[src/rtl/core/srio_pkg.sv]
package srio_pkg;

  // input pins sit below this number, output pins at and above OUTPUT_BASE
  localparam int unsigned INPUT_PINS  = 32;
  localparam int unsigned OUTPUT_BASE = 32;
  localparam int unsigned MAX_DEVICES = 4;
  localparam int unsigned WORD_BYTES  = 4;

  // action codes
  localparam logic [2:0] ACT_WRITE_BIT  = 3'd0;
  localparam logic [2:0] ACT_WRITE_BYTE = 3'd1;
  localparam logic [2:0] ACT_READ_BIT   = 3'd2;
  localparam logic [2:0] ACT_READ_BYTE  = 3'd3;
  localparam logic [2:0] ACT_START_SCAN = 3'd4;
  localparam logic [2:0] ACT_TICK       = 3'd5;

  // configuration register indexes
  localparam logic [2:0] REG_READ_ENABLE   = 3'd0;
  localparam logic [2:0] REG_WRITE_ENABLE  = 3'd1;
  localparam logic [2:0] REG_READ_DEVICES  = 3'd2;
  localparam logic [2:0] REG_WRITE_DEVICES = 3'd3;
  localparam logic [2:0] REG_LATCH_TICKS   = 3'd4;
  localparam logic [2:0] REG_CLOCK_STYLE   = 3'd5;

  // configuration reset values
  localparam logic       RST_READ_ENABLE   = 1'b1;
  localparam logic       RST_WRITE_ENABLE  = 1'b1;
  localparam logic [2:0] RST_READ_DEVICES  = 3'd1;
  localparam logic [2:0] RST_WRITE_DEVICES = 3'd1;
  localparam logic [7:0] RST_LATCH_TICKS   = 8'd5;
  localparam logic       RST_CLOCK_STYLE   = 1'b0;

  typedef struct packed {
    logic [2:0] action;
    logic [5:0] pin;
    logic [7:0] value;
    logic       serial_in;
  } io_in_t;

  typedef struct packed {
    logic [7:0] read_data;
    logic       read_clock;
    logic       read_latch;
    logic       write_clock;
    logic       write_data;
    logic       write_latch;
    logic       busy_res;
  } io_out_t;

  // number of bits shifted for a device count register
  function automatic logic [5:0] chain_bits(input logic [2:0] devices);
    logic [2:0] n;
    n = devices;
    if (32'(n) > MAX_DEVICES) n = 3'(MAX_DEVICES);
    if (32'(n) > WORD_BYTES) n = 3'(WORD_BYTES);
    return {n, 3'b000};
  endfunction

endpackage

[src/rtl/core/shift_register_io_expander.sv]
// Controller for a chain of parallel-in/serial-out input shift registers and a
// chain of serial-in/parallel-out output shift registers.
// Input channel (in_valid/in_ready/in_data): one transaction per action; write
// and read actions touch the stored 32-bit output and input words, start_scan
// begins a scan, tick advances a running scan by one latch tick or one serial
// clock half-phase, sampling serial_in while shifting in.
// Output channel (out_valid/out_ready/out_data): exactly one result per
// accepted transaction, carrying read data, all chain line levels after the
// action, and the busy flag.
// Config channel (cfg_valid/cfg_ready/cfg_index/cfg_data): always ready; write
// only while no transaction is outstanding.
// Latency: the result appears in the cycle after acceptance. Throughput: one
// transaction per cycle while the receiver takes each result; the action is
// decoded and the state updated in a single registered pass.
// A result stalled by the receiver holds the output register; a new
// transaction is still taken in the same cycle the held result leaves.
// Reset clears both words, marks a write as pending, returns the scan to idle
// and loads the configuration defaults.
module shift_register_io_expander (
  input  logic                clk,
  input  logic                rst,
  input  logic                in_valid,
  output logic                in_ready,
  input  srio_pkg::io_in_t    in_data,
  output logic                out_valid,
  input  logic                out_ready,
  output srio_pkg::io_out_t   out_data,
  input  logic                cfg_valid,
  output logic                cfg_ready,
  input  logic [2:0]          cfg_index,
  input  logic [7:0]          cfg_data
);

  typedef enum logic [2:0] {
    PH_IDLE,
    PH_RLATCH,
    PH_RSHIFT,
    PH_WLATCH,
    PH_WSHIFT
  } phase_t;

  // configuration registers
  logic       read_enable;
  logic       write_enable;
  logic [2:0] read_devices;
  logic [2:0] write_devices;
  logic [7:0] latch_ticks;
  logic       clock_style;

  // block state
  logic [31:0] input_word, input_word_next;
  logic [31:0] output_word, output_word_next;
  logic [31:0] shift_snapshot, shift_snapshot_next;
  logic        write_pending, write_pending_next;
  phase_t      phase, phase_next;
  logic [5:0]  bit_counter, bit_counter_next;
  logic [7:0]  latch_timer, latch_timer_next;
  logic        clock_half, clock_half_next;

  logic        accept;
  logic [7:0]  read_data_next;
  logic [7:0]  hold_time;
  logic [7:0]  timer_dec;
  logic [5:0]  bit_inc;
  logic [6:0]  pin_off;
  logic        pin_is_output;
  logic [1:0]  wr_byte_sel;
  logic [1:0]  rd_byte_sel;
  logic        write_go;
  logic        wdata;

  assign cfg_ready = 1'b1;
  assign in_ready  = !out_valid || out_ready;
  assign accept    = in_valid && in_ready;

  // shared helpers for the action decode
  assign hold_time     = (latch_ticks == 8'd0) ? 8'd1 : latch_ticks;
  assign timer_dec     = (latch_timer != 8'd0) ? latch_timer - 8'd1 : latch_timer;
  assign bit_inc       = bit_counter + 6'd1;
  assign pin_is_output = {1'b0, in_data.pin} >= 7'(srio_pkg::OUTPUT_BASE);
  assign pin_off       = {1'b0, in_data.pin} - 7'(srio_pkg::OUTPUT_BASE);
  assign wr_byte_sel   = (pin_off >= 7'd24) ? 2'd3 : pin_off[4:3];
  assign rd_byte_sel   = (in_data.pin >= 6'd24) ? 2'd3 : in_data.pin[4:3];
  assign write_go      = write_enable && write_pending;

  // next state for one transaction
  always_comb begin
    input_word_next     = input_word;
    output_word_next    = output_word;
    shift_snapshot_next = shift_snapshot;
    write_pending_next  = write_pending;
    phase_next          = phase;
    bit_counter_next    = bit_counter;
    latch_timer_next    = latch_timer;
    clock_half_next     = clock_half;
    read_data_next      = 8'd0;
    unique case (in_data.action)
      srio_pkg::ACT_WRITE_BIT: begin
        if (pin_is_output && pin_off < 7'd32) begin
          output_word_next[pin_off[4:0]] = in_data.value[0];
          write_pending_next = 1'b1;
        end
      end
      srio_pkg::ACT_WRITE_BYTE: begin
        if (pin_is_output) begin
          output_word_next[{wr_byte_sel, 3'b000} +: 8] = in_data.value;
          write_pending_next = 1'b1;
        end
      end
      srio_pkg::ACT_READ_BIT: begin
        if (32'(in_data.pin) < srio_pkg::INPUT_PINS) begin
          read_data_next = {7'd0, input_word[in_data.pin[4:0]]};
        end
      end
      srio_pkg::ACT_READ_BYTE: begin
        read_data_next = input_word[{rd_byte_sel, 3'b000} +: 8];
      end
      srio_pkg::ACT_START_SCAN: begin
        if (phase == PH_IDLE) begin
          if (read_enable) begin
            phase_next       = PH_RLATCH;
            latch_timer_next = hold_time;
          end else if (write_go) begin
            phase_next       = PH_WLATCH;
            latch_timer_next = hold_time;
          end
        end
      end
      srio_pkg::ACT_TICK: begin
        unique case (phase)
          PH_IDLE: begin
          end
          PH_RLATCH: begin
            latch_timer_next = timer_dec;
            if (timer_dec == 8'd0) begin
              input_word_next = 32'd0;
              if (srio_pkg::chain_bits(read_devices) == 6'd0) begin
                if (write_go) begin
                  phase_next       = PH_WLATCH;
                  latch_timer_next = hold_time;
                end else begin
                  phase_next = PH_IDLE;
                end
              end else begin
                phase_next       = PH_RSHIFT;
                bit_counter_next = 6'd0;
                clock_half_next  = 1'b0;
              end
            end
          end
          PH_RSHIFT: begin
            if (!clock_half) begin
              input_word_next = {input_word[30:0], in_data.serial_in};
              clock_half_next = 1'b1;
            end else begin
              clock_half_next  = 1'b0;
              bit_counter_next = bit_inc;
              if (bit_inc >= srio_pkg::chain_bits(read_devices)) begin
                if (write_go) begin
                  phase_next       = PH_WLATCH;
                  latch_timer_next = hold_time;
                end else begin
                  phase_next = PH_IDLE;
                end
              end
            end
          end
          PH_WLATCH: begin
            latch_timer_next = timer_dec;
            if (timer_dec == 8'd0) begin
              shift_snapshot_next = output_word;
              write_pending_next  = 1'b0;
              if (srio_pkg::chain_bits(write_devices) == 6'd0) begin
                phase_next = PH_IDLE;
              end else begin
                phase_next       = PH_WSHIFT;
                bit_counter_next = 6'd0;
                clock_half_next  = 1'b0;
              end
            end
          end
          PH_WSHIFT: begin
            if (!clock_half) begin
              clock_half_next = 1'b1;
            end else begin
              clock_half_next  = 1'b0;
              bit_counter_next = bit_inc;
              if (bit_inc >= srio_pkg::chain_bits(write_devices)) begin
                phase_next = PH_IDLE;
              end
            end
          end
          default: begin
            phase_next = PH_IDLE;
          end
        endcase
      end
      default: begin
      end
    endcase
  end

  // serial data bit: bytes low first, each byte msb first
  assign wdata = (phase_next == PH_WSHIFT) ?
                 shift_snapshot_next[{bit_counter_next[4:3], ~bit_counter_next[2:0]}] : 1'b0;

  // configuration registers
  always_ff @(posedge clk) begin
    if (rst) begin
      read_enable   <= srio_pkg::RST_READ_ENABLE;
      write_enable  <= srio_pkg::RST_WRITE_ENABLE;
      read_devices  <= srio_pkg::RST_READ_DEVICES;
      write_devices <= srio_pkg::RST_WRITE_DEVICES;
      latch_ticks   <= srio_pkg::RST_LATCH_TICKS;
      clock_style   <= srio_pkg::RST_CLOCK_STYLE;
    end else if (cfg_valid && cfg_ready) begin
      unique case (cfg_index)
        srio_pkg::REG_READ_ENABLE:   read_enable   <= cfg_data[0];
        srio_pkg::REG_WRITE_ENABLE:  write_enable  <= cfg_data[0];
        srio_pkg::REG_READ_DEVICES:  read_devices  <= cfg_data[2:0];
        srio_pkg::REG_WRITE_DEVICES: write_devices <= cfg_data[2:0];
        srio_pkg::REG_LATCH_TICKS:   latch_ticks   <= cfg_data;
        srio_pkg::REG_CLOCK_STYLE:   clock_style   <= cfg_data[0];
        default: begin
        end
      endcase
    end
  end

  // state and result register
  always_ff @(posedge clk) begin
    if (rst) begin
      input_word     <= 32'd0;
      output_word    <= 32'd0;
      shift_snapshot <= 32'd0;
      write_pending  <= 1'b1;
      phase          <= PH_IDLE;
      bit_counter    <= 6'd0;
      latch_timer    <= 8'd0;
      clock_half     <= 1'b0;
      out_valid      <= 1'b0;
    end else begin
      if (accept) begin
        input_word     <= input_word_next;
        output_word    <= output_word_next;
        shift_snapshot <= shift_snapshot_next;
        write_pending  <= write_pending_next;
        phase          <= phase_next;
        bit_counter    <= bit_counter_next;
        latch_timer    <= latch_timer_next;
        clock_half     <= clock_half_next;
        out_valid      <= 1'b1;
        // result payload
        out_data.read_data   <= read_data_next;
        out_data.read_clock  <= ((phase_next == PH_RSHIFT) && clock_half_next) ^ clock_style;
        out_data.read_latch  <= (phase_next != PH_RLATCH);
        out_data.write_clock <= (phase_next == PH_WSHIFT) && clock_half_next;
        out_data.write_data  <= wdata;
        out_data.write_latch <= !((phase_next == PH_WLATCH) || (phase_next == PH_WSHIFT));
        out_data.busy_res    <= (phase_next != PH_IDLE);
      end else if (out_ready) begin
        out_valid <= 1'b0;
      end
    end
  end

`ifndef SYNTHESIS
  // shifting out never runs past the 32-bit snapshot
  assert property (@(posedge clk) disable iff (rst)
    (phase == PH_WSHIFT) |-> (bit_counter < 6'd32))
    else $error("write shift counter out of range");

  // a latch phase always has time left to count down
  assert property (@(posedge clk) disable iff (rst)
    ((phase == PH_RLATCH) || (phase == PH_WLATCH)) |-> (latch_timer != 8'd0))
    else $error("latch phase with expired timer");

  // an output clock pulse only happens while the output latch is held low
  assert property (@(posedge clk) disable iff (rst)
    (out_valid && out_data.write_clock) |-> !out_data.write_latch)
    else $error("write clock pulse with latch high");

  // a scan started from idle with the input chain enabled begins with the read latch
  assert property (@(posedge clk) disable iff (rst)
    (accept && (in_data.action == srio_pkg::ACT_START_SCAN) && (phase == PH_IDLE)
     && read_enable) |=> (phase == PH_RLATCH))
    else $error("scan start did not enter read latch");
`endif

endmodule
[config.mk]
export PLATFORM = sky130hd
export DESIGN_NAME = shift_register_io_expander
export DESIGN_NICKNAME = d
export VERILOG_FILES = /design/src/rtl/core/srio_pkg.sv /design/src/rtl/core/shift_register_io_expander.sv
export SDC_FILE = /design/constraint.sdc
export NUM_CORES = 1
export LEC_CHECK = 0
export ABC_CLOCK_PERIOD_IN_PS = 3700
export BUFFER_PORTS_ARGS = -buffer_cell sky130_fd_sc_hd__buf_2
export CAP_MARGIN = 20
export CORE_AREA = 2 2 147 113
export DETAILED_ROUTE_END_ITERATION = 8
export DIE_AREA = 0 0 149 115
export GPL_TIMING_DRIVEN = 0
export PLACE_DENSITY = 0.86
export SYNTH_ARGS = -nofsm -noshare
export SYNTH_HDL_FRONTEND = slang
export SYNTH_SLANG_ARGS = --single-unit
[constraint.sdc]
create_clock -name clk -period 3.7 [get_ports clk]
set_input_delay 0.37 -clock clk [delete_from_list [all_inputs] [get_ports clk]]
set_output_delay 0.37 -clock clk [all_outputs]
set_load 0.02 [all_outputs]
* Yosys cells after proc, flatten, opt, wreduce, memory -nomap -nowiden
Index checks and enable logic that the tools add are counted.
** Operators by class
- Add/sub/neg operators :: 4
- Magnitude comparators :: 17
- Equal/unequal tests :: 32
- Shifts and indexed selects :: 3
- Multiplexer cells :: 98
- Bitwise gates (word level) :: 3
- Reduce and logical (&&, ||, !) cells :: 38
** Operator list (count)
- $mux 32 :: 7
- $pmux 32 s2 :: 2
- $mux 3 :: 41
- $mux 8 :: 10
- $bwmux 32 :: 2
- $pmux 8 s2 :: 2
- $shift 8x7->32 const A :: 1
- $shiftx 32x6->8 :: 1
- $shiftx 8x7->32 :: 1
- $mux 6 :: 5
- $eq 3x2->1 const B :: 8
- $pmux 8 s3 :: 1
- $eq 3x3->1 const B :: 6
- $gt 3x3->1 const B :: 6
- $lt 5x6->1 const B :: 3
- $ne 2x2->1 const B :: 9
- $pmux 6 s3 :: 1
- $logic_not 8->1 :: 2
- $mux 1 :: 16
- $logic_not 3->1 :: 5
- $pmux 3 s5 :: 1
- $reduce_and 2->1 :: 7
- $ge 6x6->1 :: 2
- $reduce_and 6->1 :: 2
- other kinds (34) :: 54
** Storage, ports and cells
- Register bits :: 147
- Logic and storage cells :: 218

* Longest topological paths before layout
Gate-level depths: netlist of the first run.
- Depth after elaboration :: 19
- Depth in mapped cells :: 15
- Gate-level depth less buffers :: 13

* Worst setup path before layout of the first run
Ideal clock, no wire load.
- Path kind :: register to register
- Start :: register latch_timer[0]
- End :: register out_data[2] (netlist bit) (data pin)
- Setup time :: 174 ps
- Data arrival time :: 3240 ps
- Data required time :: 3526 ps
- Setup slack :: 286 ps
- Stages on the path, launching flop included :: 15
- Buffers on the path :: 2
- Clock period less this slack :: 3414 ps
- Path through :: dfxtp_1 clkbuf_1 inv_1 ha_1 or3b_1 nor3_2 a41oi_2 o311a_4 nor2_8 buf_12 mux2i_1 mux2_4 a2111oi_4 nor4_1 a311oi_1
** On the way
- Cells in the longest elaborated chain, start to end :: 9
** RTL lines
- start, declared :: line shift_register_io_expander.sv:57 : logic [7:0] latch_timer, latch_timer_next;
- start signal, assigned :: line shift_register_io_expander.sv:250 : latch_timer <= latch_timer_next;
- $sub 8x1->8 / $reduce_bool 8->1 (equally long branches) :: line shift_register_io_expander.sv:78 : assign timer_dec = (latch_timer != 8'd0) ? latch_timer - 8'd1 : latch_timer;
- $mux 8 (*) :: line shift_register_io_expander.sv:78
- $logic_not 8->1 (*) :: line shift_register_io_expander.sv:135, shift_register_io_expander.sv:170
- $mux 6 (on tied branches) :: line shift_register_io_expander.sv:170, shift_register_io_expander.sv:135
- $pmux 6 s3 :: line shift_register_io_expander.sv:130 : unique case (phase)
- $mux 5 :: line shift_register_io_expander.sv:97 : unique case (in_data.action)
- $not 3->3 :: line shift_register_io_expander.sv:205 : shift_snapshot_next[{bit_counter_next[4:3], ~bit_counter_next[2:0]}] : 1'b0;
- $bmux 1 s5 :: line shift_register_io_expander.sv:205
- $mux 1 (implied by the code) :: line shift_register_io_expander.sv:205
- end, declared :: line shift_register_io_expander.sv:27 : output srio_pkg::io_out_t out_data,
Every way passes the cells marked *; elsewhere a longest branch is shown, timed or not. The select of a mux whose other input is x is not followed.
A chain may end at the register's enable or synchronous reset.

* Worst setup path after layout of the first run
Same ends and word-level chain as after synthesis.

==> results of run 1 <==
power by group:
| part | internal (uW) | switching [uW] |
|---|---|---|
| clock | 969 | 805 |
| combinational | 244 | 415 |
| sequential | 1630 | 21.6 |
| total | 2850 | 1240 |
state kept, by name, summed over array words and instances, names as in the netlist:
register,count
clock_half,1
out_data,14
output_word,32
clock_style,1
bit_counter,6
input_word,32
shift_snapshot,32
phase,3
read_enable,1
write_pending,1
read_devices,3
out_valid,1
latch_ticks,8
latch_timer,8
write_devices,3
write_enable,1
critical path: cells and delay by family, from the launching register on:
family,cells,cell delay (ns)
adders and majority gates,1,0.17
muxes,1,0.36
buffers and inverters,3,0.45
AOI/OAI and AO/OA,5,1.01
and+or+nand+nor,4,1.08
DFF,1,0.33
cell usage after synthesis, types with 4 or more instances:
library cell and instances:
ha_1 11, o21ai_1 6, nand2b_1 9, o211ai_1 15, a211oi_1 40, buf_1 7, nand2_1 181, nor3_1 22
nor2_1 133, a21oi_1 143, edfxtp_1 14, mux4_2 8, o31ai_1 5, o22a_1 4, and3_1 7, a311oi_1 20
mux2i_1 26, xnor2_1 7, and2_1 7, a21boi_0 15, a21o_1 4, dfxtp_1 133, or3_1 5, nand3b_1 6
nor3b_1 4, buf_2 5, inv_1 19, o21ai_0 52, a211o_1 5, mux2_2 6, nor2b_1 17, clkbuf_1 63
nand3_1 44, nor4_1 4, a22oi_1 4, o22ai_1 4
through the flow:
stage / cells / instance area (um2) / util, % / hold WS, ns / total power, uW
final: 1436 / 10100 / 64.5 / 0.159 / 4090
after CTS: 1427 / 9920 / 63.1 / 0.154 / 4020
after detailed placement: 1388 / 9180 / 58.4 / 0.443 / 2240
after floorplan: 1129 / 8660 / - / 0.428 / 2080
after global placement: 1386 / 9160 / 58.3 / 0.438 / 2230
after global routing: 1436 / 10100 / 64.5 / 0.176 / 4210
worst paths after layout:
path,start,end,cells after the start
max,latch_timer[0]$_SDFFE_PP0P_,out_data[2]$_SDFFCE_PP0P_,14
min,cfg_data[7],latch_ticks[7]$_SDFFE_PP0P_,3
max reg2reg,latch_timer[0]$_SDFFE_PP0P_,out_data[2]$_SDFFCE_PP0P_,14
min reg2reg,shift_snapshot[0]$_SDFFE_PP0P_,shift_snapshot[0]$_SDFFE_PP0P_,2
cell type report:
| class | instances | area, um2 |
|---|---|---|
| buffer | 82 | 387 |
| clock buffer | 17 | 425 |
| clock inverter | 15 | 175 |
| timing repair buffer | 65 | 372 |
| inverter | 19 | 71.3 |
| tap | 210 | 263 |
| sequential | 147 | 3080 |
| multi-input combinational | 881 | 5370 |
| fill | 1347 | 5570 |
metal layers:
metal	global-route usage, %	vias to the layer above	wire length (um)	share of wire (%)
li1	-	4241	-	-
met3	8.33	65	3210	12
met5	0	-	0	0
met1	45.0	4237	11400	42
met4	10.2	0	664	2.4
met2	46.9	543	12000	44
kinds of logic after synthesis:
family | synth area share [%]
other | 0.0433
buffers and inverters | 5.00
adder cells (fa/ha/maj) | 1.82
flip-flops | 35.6
AO/OA/AOI/OAI | 25.7
multiplexers | 6.04
XOR/XNOR | 1.01
AND/OR/NAND/NOR | 24.8
timing repair:
item,4_1_cts,5_1_grt
setup buffers,7,9
pin swaps,4,7
endpoints found under the setup margin,43,12
resized for setup,20,34
==> flow_summary_export.csv, run 1 <==
group,metric,value,unit
timing,period_minus_slack,3.67,ns
cts,cts.root.buffer_cell,"clkbuf_16",
timing,period_share,99.1,%
cts,cts_tree,"done",
logic_synthesis,synth_top_area_share,30.7,%
worst_setup_path,arrival,3.84,ns
drt,firstDrtPassIters,6,
logic_synthesis,synthArstFlopShare,0,%
floorplanning,core_area,15700,um2
layout,drive_above_1_share,13.6,%
layout,final_common_cell,"nand2_1",
logic_synthesis,synth_nets,1174,
global_route,antenna_found_initial,0,
worst_setup_path,crit_slowest_cell,"o311a_4",
power,p_leak,0.00342,uW
cts,cts_hold_buf,0,
outcome,status,"finished clean",
floorplanning,floorplan.initialDensity,55.1,%
drt,vias_per_cell,6.33,
global_route,grt_pass1_vias,7918,
worst_setup_path,critPathCaptureType,"flip-flop",
global_route,grt_pass1_wl,42.2,mm
placement,portBuffers,47,
floorplanning,core.rowCount,40,
global_route,grt_usage,31.6,%
flow_run,drv_cap,0,
worst_setup_path,setup.worst_path.class,"reg -> reg",
timing,drv_slew,0,
logic_synthesis,syn_area,8660,um2
drt,drt-initial-drc-count,1121,
drt,wire_per_inst,19.0,um
layout,syn_to_final_growth,17.1,%
cts,cts_sinks,147,
logic_synthesis,syn_avg_cell_area,7.67,um2
logic_synthesis,synthTopCellsByArea,"dfxtp_1, a21oi_1, nand2_1",
floorplanning,ios,51,
cts,numCtsBuffers,17,
worst_setup_path,r2r_slack,0.03,ns
placement,dp_hpwl,19.2,mm
global_route,grt_max_degree,18,
layout,n_antenna_cell,0,
logic_synthesis,synth_warnings,0,
timing,slew-limit-headroom,39.9,%
layout,layout_common_cells,"nand2_1, a21oi_1, nor2_1, dfxtp_1, clkbuf_1",
placement,gp_congestion,0.989,
logic_synthesis,netlist.top_cell.by_area,"dfxtp_1",
drt,drc,0,
layout,nets,1258,
worst_setup_path,cp_max_fo,10,
cts,clock_latency,0.45,ns
floorplanning,die_area,17100,um2
drt,routed_wl,27.3,mm
power,powerDensity,403,nW/um2
timing,hold_viol_final,0,
cts,clk_path_buf_depth,2,
logic_synthesis,synth_cells,1129,
worst_setup_path,crit_path_cell_trace,"clkbuf_4, inv_2, ha_4, or3b_4, nor3_4, a41oi_4, o311a_4, nor2_8, buf_12, mux2_2, a211oi_2, o31ai_1, nor4_2, a311oi_2",
power,vdd_drop_max,380,uV
logic_synthesis,synth_edf_count,14,
global_route,grt.overflow.total,0,
timing,max_slew.worst_pin.slew,0.894,ns
cts,path_clk_slew,0.07,ns
worst_setup_path,crit_path_start_kind,"flip-flop",
drt,vias,9086,
worst_setup_path,critPathMaxStageDelay,0.46,ns
cts,h-tree-depth,4,
logic_synthesis,ys_seq_elements,147,
logic_synthesis,synthFlopType,"dfxtp_1",
worst_setup_path,required,3.88,ns
timing,setup_viol,0,
timing,clock_skew,0.00772,ns
timing,timing.final.ws_setup,0.0346,ns
floorplanning,die_width,149,um
floorplanning,die_h,115,um
timing,max_clock_freq,0.273,GHz
placement,preCtsSetupSlack,-0.621,ns
logic_synthesis,ys_types,86,
drt,detail-route-antenna-nets,0,
timing,tns,0,ns
logic_synthesis,ys_seq_area_share,35.6,%
min_path,min_path_type,"in -> reg",
(Power assumes the default switching activity.)
==> inputs of run 2 (changes only) <==
--- a/config.mk
+++ b/config.mk
@@ -8,10 +8,11 @@
 export ABC_CLOCK_PERIOD_IN_PS = 3700
 export BUFFER_PORTS_ARGS = -buffer_cell sky130_fd_sc_hd__buf_2
 export CAP_MARGIN = 20
-export CORE_AREA = 2 2 147 113
+export CORE_AREA = 4 4 149 115
 export DETAILED_ROUTE_END_ITERATION = 8
-export DIE_AREA = 0 0 149 115
+export DIE_AREA = 0 0 153 119
 export GPL_TIMING_DRIVEN = 0
+export MAX_ROUTING_LAYER = met4
 export PLACE_DENSITY = 0.86
 export SYNTH_ARGS = -nofsm -noshare
 export SYNTH_HDL_FRONTEND = slang
==> run 2 against run 1 <==
Clock power barely moved. Power fell by 0.26%. Highest routed layer unchanged. Sequential power hardly changed. Die area is 6.3% higher. Critical path depth down 1. Wire length grew 0.59%. Clock skew is 0.0024 ns higher.
==> flow_summary_export.csv, run 2 (synthesis results as in run 1) <==
group,metric,value,unit
floorplanning,die_h,119,um
drt,detail-route-antenna-nets,0,
layout,nets,1255,
placement,preCtsSetupSlack,-0.639,ns
worst_setup_path,rr_startpoint,"latch_timer[1]$_SDFFE_PP0P_",
min_path,min_path_type,"in -> reg",
min_path,min_from,"cfg_data[4]",
drt,vias_per_cell,6.36,
worst_setup_path,arrival,3.82,ns
global_route,grt.overflow.total,0,
power,combPwrFrac,15.9,%
power,swShare,29.1,%
global_route,grt_pass1_vias,8148,
layout,drive_above_1_share,13.2,%
cts,h-tree-depth,4,
cts,cts_hold_buf,0,
timing,slew-limit-headroom,36.5,%
flow_run,drv_cap,0,
outcome,status,"finished clean",
placement,place_area,9180,um2
timing,period_share,96.8,%
worst_setup_path,critPathCaptureType,"flip-flop",
power,powerDensity,404,nW/um2
layout,n_antenna_cell,0,
power,vdd_drop_max,337,uV
power,p_leak,0.00342,uW
layout,design_area,10100,um2
drt,routed_wl,27.5,mm
worst_setup_path,r2r_slack,0.12,ns
min_path,holdPathEnd,"latch_ticks[4]$_SDFFE_PP0P_",
drt,drt-initial-drc-count,1224,
floorplanning,core.rowCount,40,
floorplanning,die_width,153,um
worst_setup_path,setup.worst_path.class,"reg -> reg",
timing,max_clock_freq,0.279,GHz
global_route,grt_pass1_wl,43.1,mm
placement,portBuffers,47,
layout,post-route-util,64.2,%
drt,firstDrtPassIters,5,
power,p_int,2890,uW
layout,syn_to_final_growth,16.5,%
global_route,grt_max_degree,17,
cts,clock_latency,0.43,ns
drt,wire_per_inst,19.2,um
worst_setup_path,cp_max_fo,9,
power,p_sw,1190,uW
cts,clk_path_buf_depth,2,
cts,cts.root.buffer_cell,"clkbuf_16",
timing,rsz0062_at_grt,"false",
layout,layout.cells.non_filler,1433,
placement,dp_cells,1388,
worst_setup_path,required,3.94,ns
worst_setup_path,r2r-end,"out_data[2]$_SDFFCE_PP0P_",
global_route,antenna_found_initial,0,
timing,period_minus_slack,3.58,ns
drt,drc,0,
cts,numCtsBuffers,17,
layout,reg_top3,"input_word: 32 flops, output_word: 32 flops, shift_snapshot: 32 flops",
timing,tns,0,ns
drt,vias,9107,
placement,gp_congestion,1.02,
cts,cts_sinks,147,
floorplanning,floorplan.initialDensity,55.1,%
layout,final_common_cell,"nand2_1",
cts,path_clk_slew,0.06,ns
placement,dp_hpwl,19.5,mm
global_route,grt_usage,29.8,%
power,p_seq_share,40.6,%
floorplanning,die_area,18200,um2
min_path,hold_path_depth,3,
timing,setup_viol,0,
cts,cts_tree,"done",
timing,max_slew.worst_pin.slew,0.950,ns
floorplanning,ios,51,
worst_setup_path,r2r_cells,13,
timing,hold_viol_final,0,
timing,clock_skew,0.0101,ns
floorplanning,core_area,15700,um2
worst_setup_path,crit_path_start_kind,"flip-flop",
timing,drv_slew,0,
layout,layout_common_cells,"nand2_1, a21oi_1, dfxtp_1",
power,clkPwrFrac,43.6,%
timing,timing.final.ws_setup,0.119,ns
==> run 2: power groups by stage <==
stage               Sequential [uW]  Clock [uW]  Combinational (uW)
floorplan                      1690           0                 384
CTS                            1650        1780                 577
finish                         1650        1780                 646
global route                   1660        1850                 692
detailed placement             1690           0                 549
global placement               1690           0                 540
==> run 2: worst max-delay path: stages (launching register included) <==
cell       delay (ns)
dfxtp_1          0.31
buf_6            0.13
or4_4            0.51
buf_6            0.15
or3_1            0.37
a41oi_4          0.27
o311a_4          0.27
nor2_8           0.05
buf_4            0.15
mux2i_1          0.13
mux2_2           0.28
a2111oi_2        0.39
nor4_2           0.10
a311oi_2         0.29
==> run 2: metrics by stage <==
| stage | total power [uW] | hold WS (ns) |
|---|---|---|
| after floorplan | 2080 | 0.428 |
| after global placement | 2230 | 0.436 |
| after detailed placement | 2240 | 0.445 |
| after CTS | 4010 | 0.176 |
| after global routing | 4200 | 0.180 |
| final | 4080 | 0.174 |
==> run 2: routing by layer <==
layer	GRT usage, %	share of wire, %
met1	41.0	42
met2	44.1	44
met3	7.59	11
met4	8.12	2.6
met5	-	0
==> run 2: area by class of cell <==
class,count,area [um2]
flip-flops and latches,147,3080
multi-input cells,881,5350
repair buffers,62,349
inverters,19,73.8
clock buffers,17,425
plain buffers,82,382
well taps,210,263
fillers,1368,5620
clock inverters,15,171
==> run 2: worst max path at each step <==
| stage | start | to | slack, ns | cells after the start |
|---|---|---|---|---|
| floorplan | latch_timer[0]$_SDFFE_PP0P_ | out_data[2]$_SDFFCE_PP0P_ | 0.29 | 14 |
| global placement | latch_timer[0]$_SDFFE_PP0P_ | out_data[2]$_SDFFCE_PP0P_ | -0.64 | 13 |
| detailed placement | latch_timer[0]$_SDFFE_PP0P_ | out_data[2]$_SDFFCE_PP0P_ | -0.64 | 12 |
| CTS | bit_counter[0]$_SDFFE_PP0P_ | latch_timer[0]$_SDFFE_PP0P_ | -0.08 | 14 |
| global route | latch_timer[1]$_SDFFE_PP0P_ | out_data[2]$_SDFFCE_PP0P_ | 0.003 | 13 |
| finish | latch_timer[1]$_SDFFE_PP0P_ | out_data[2]$_SDFFCE_PP0P_ | 0.12 | 13 |
==> run 2: timing repair <==
item / 4_1_cts / 5_1_grt
endpoints found under the setup margin: 67 / 22
pin swaps: 4 / 6
gates resized for setup: 18 / 34
cloned: 0 / 0
setup buffers: 4 / 9
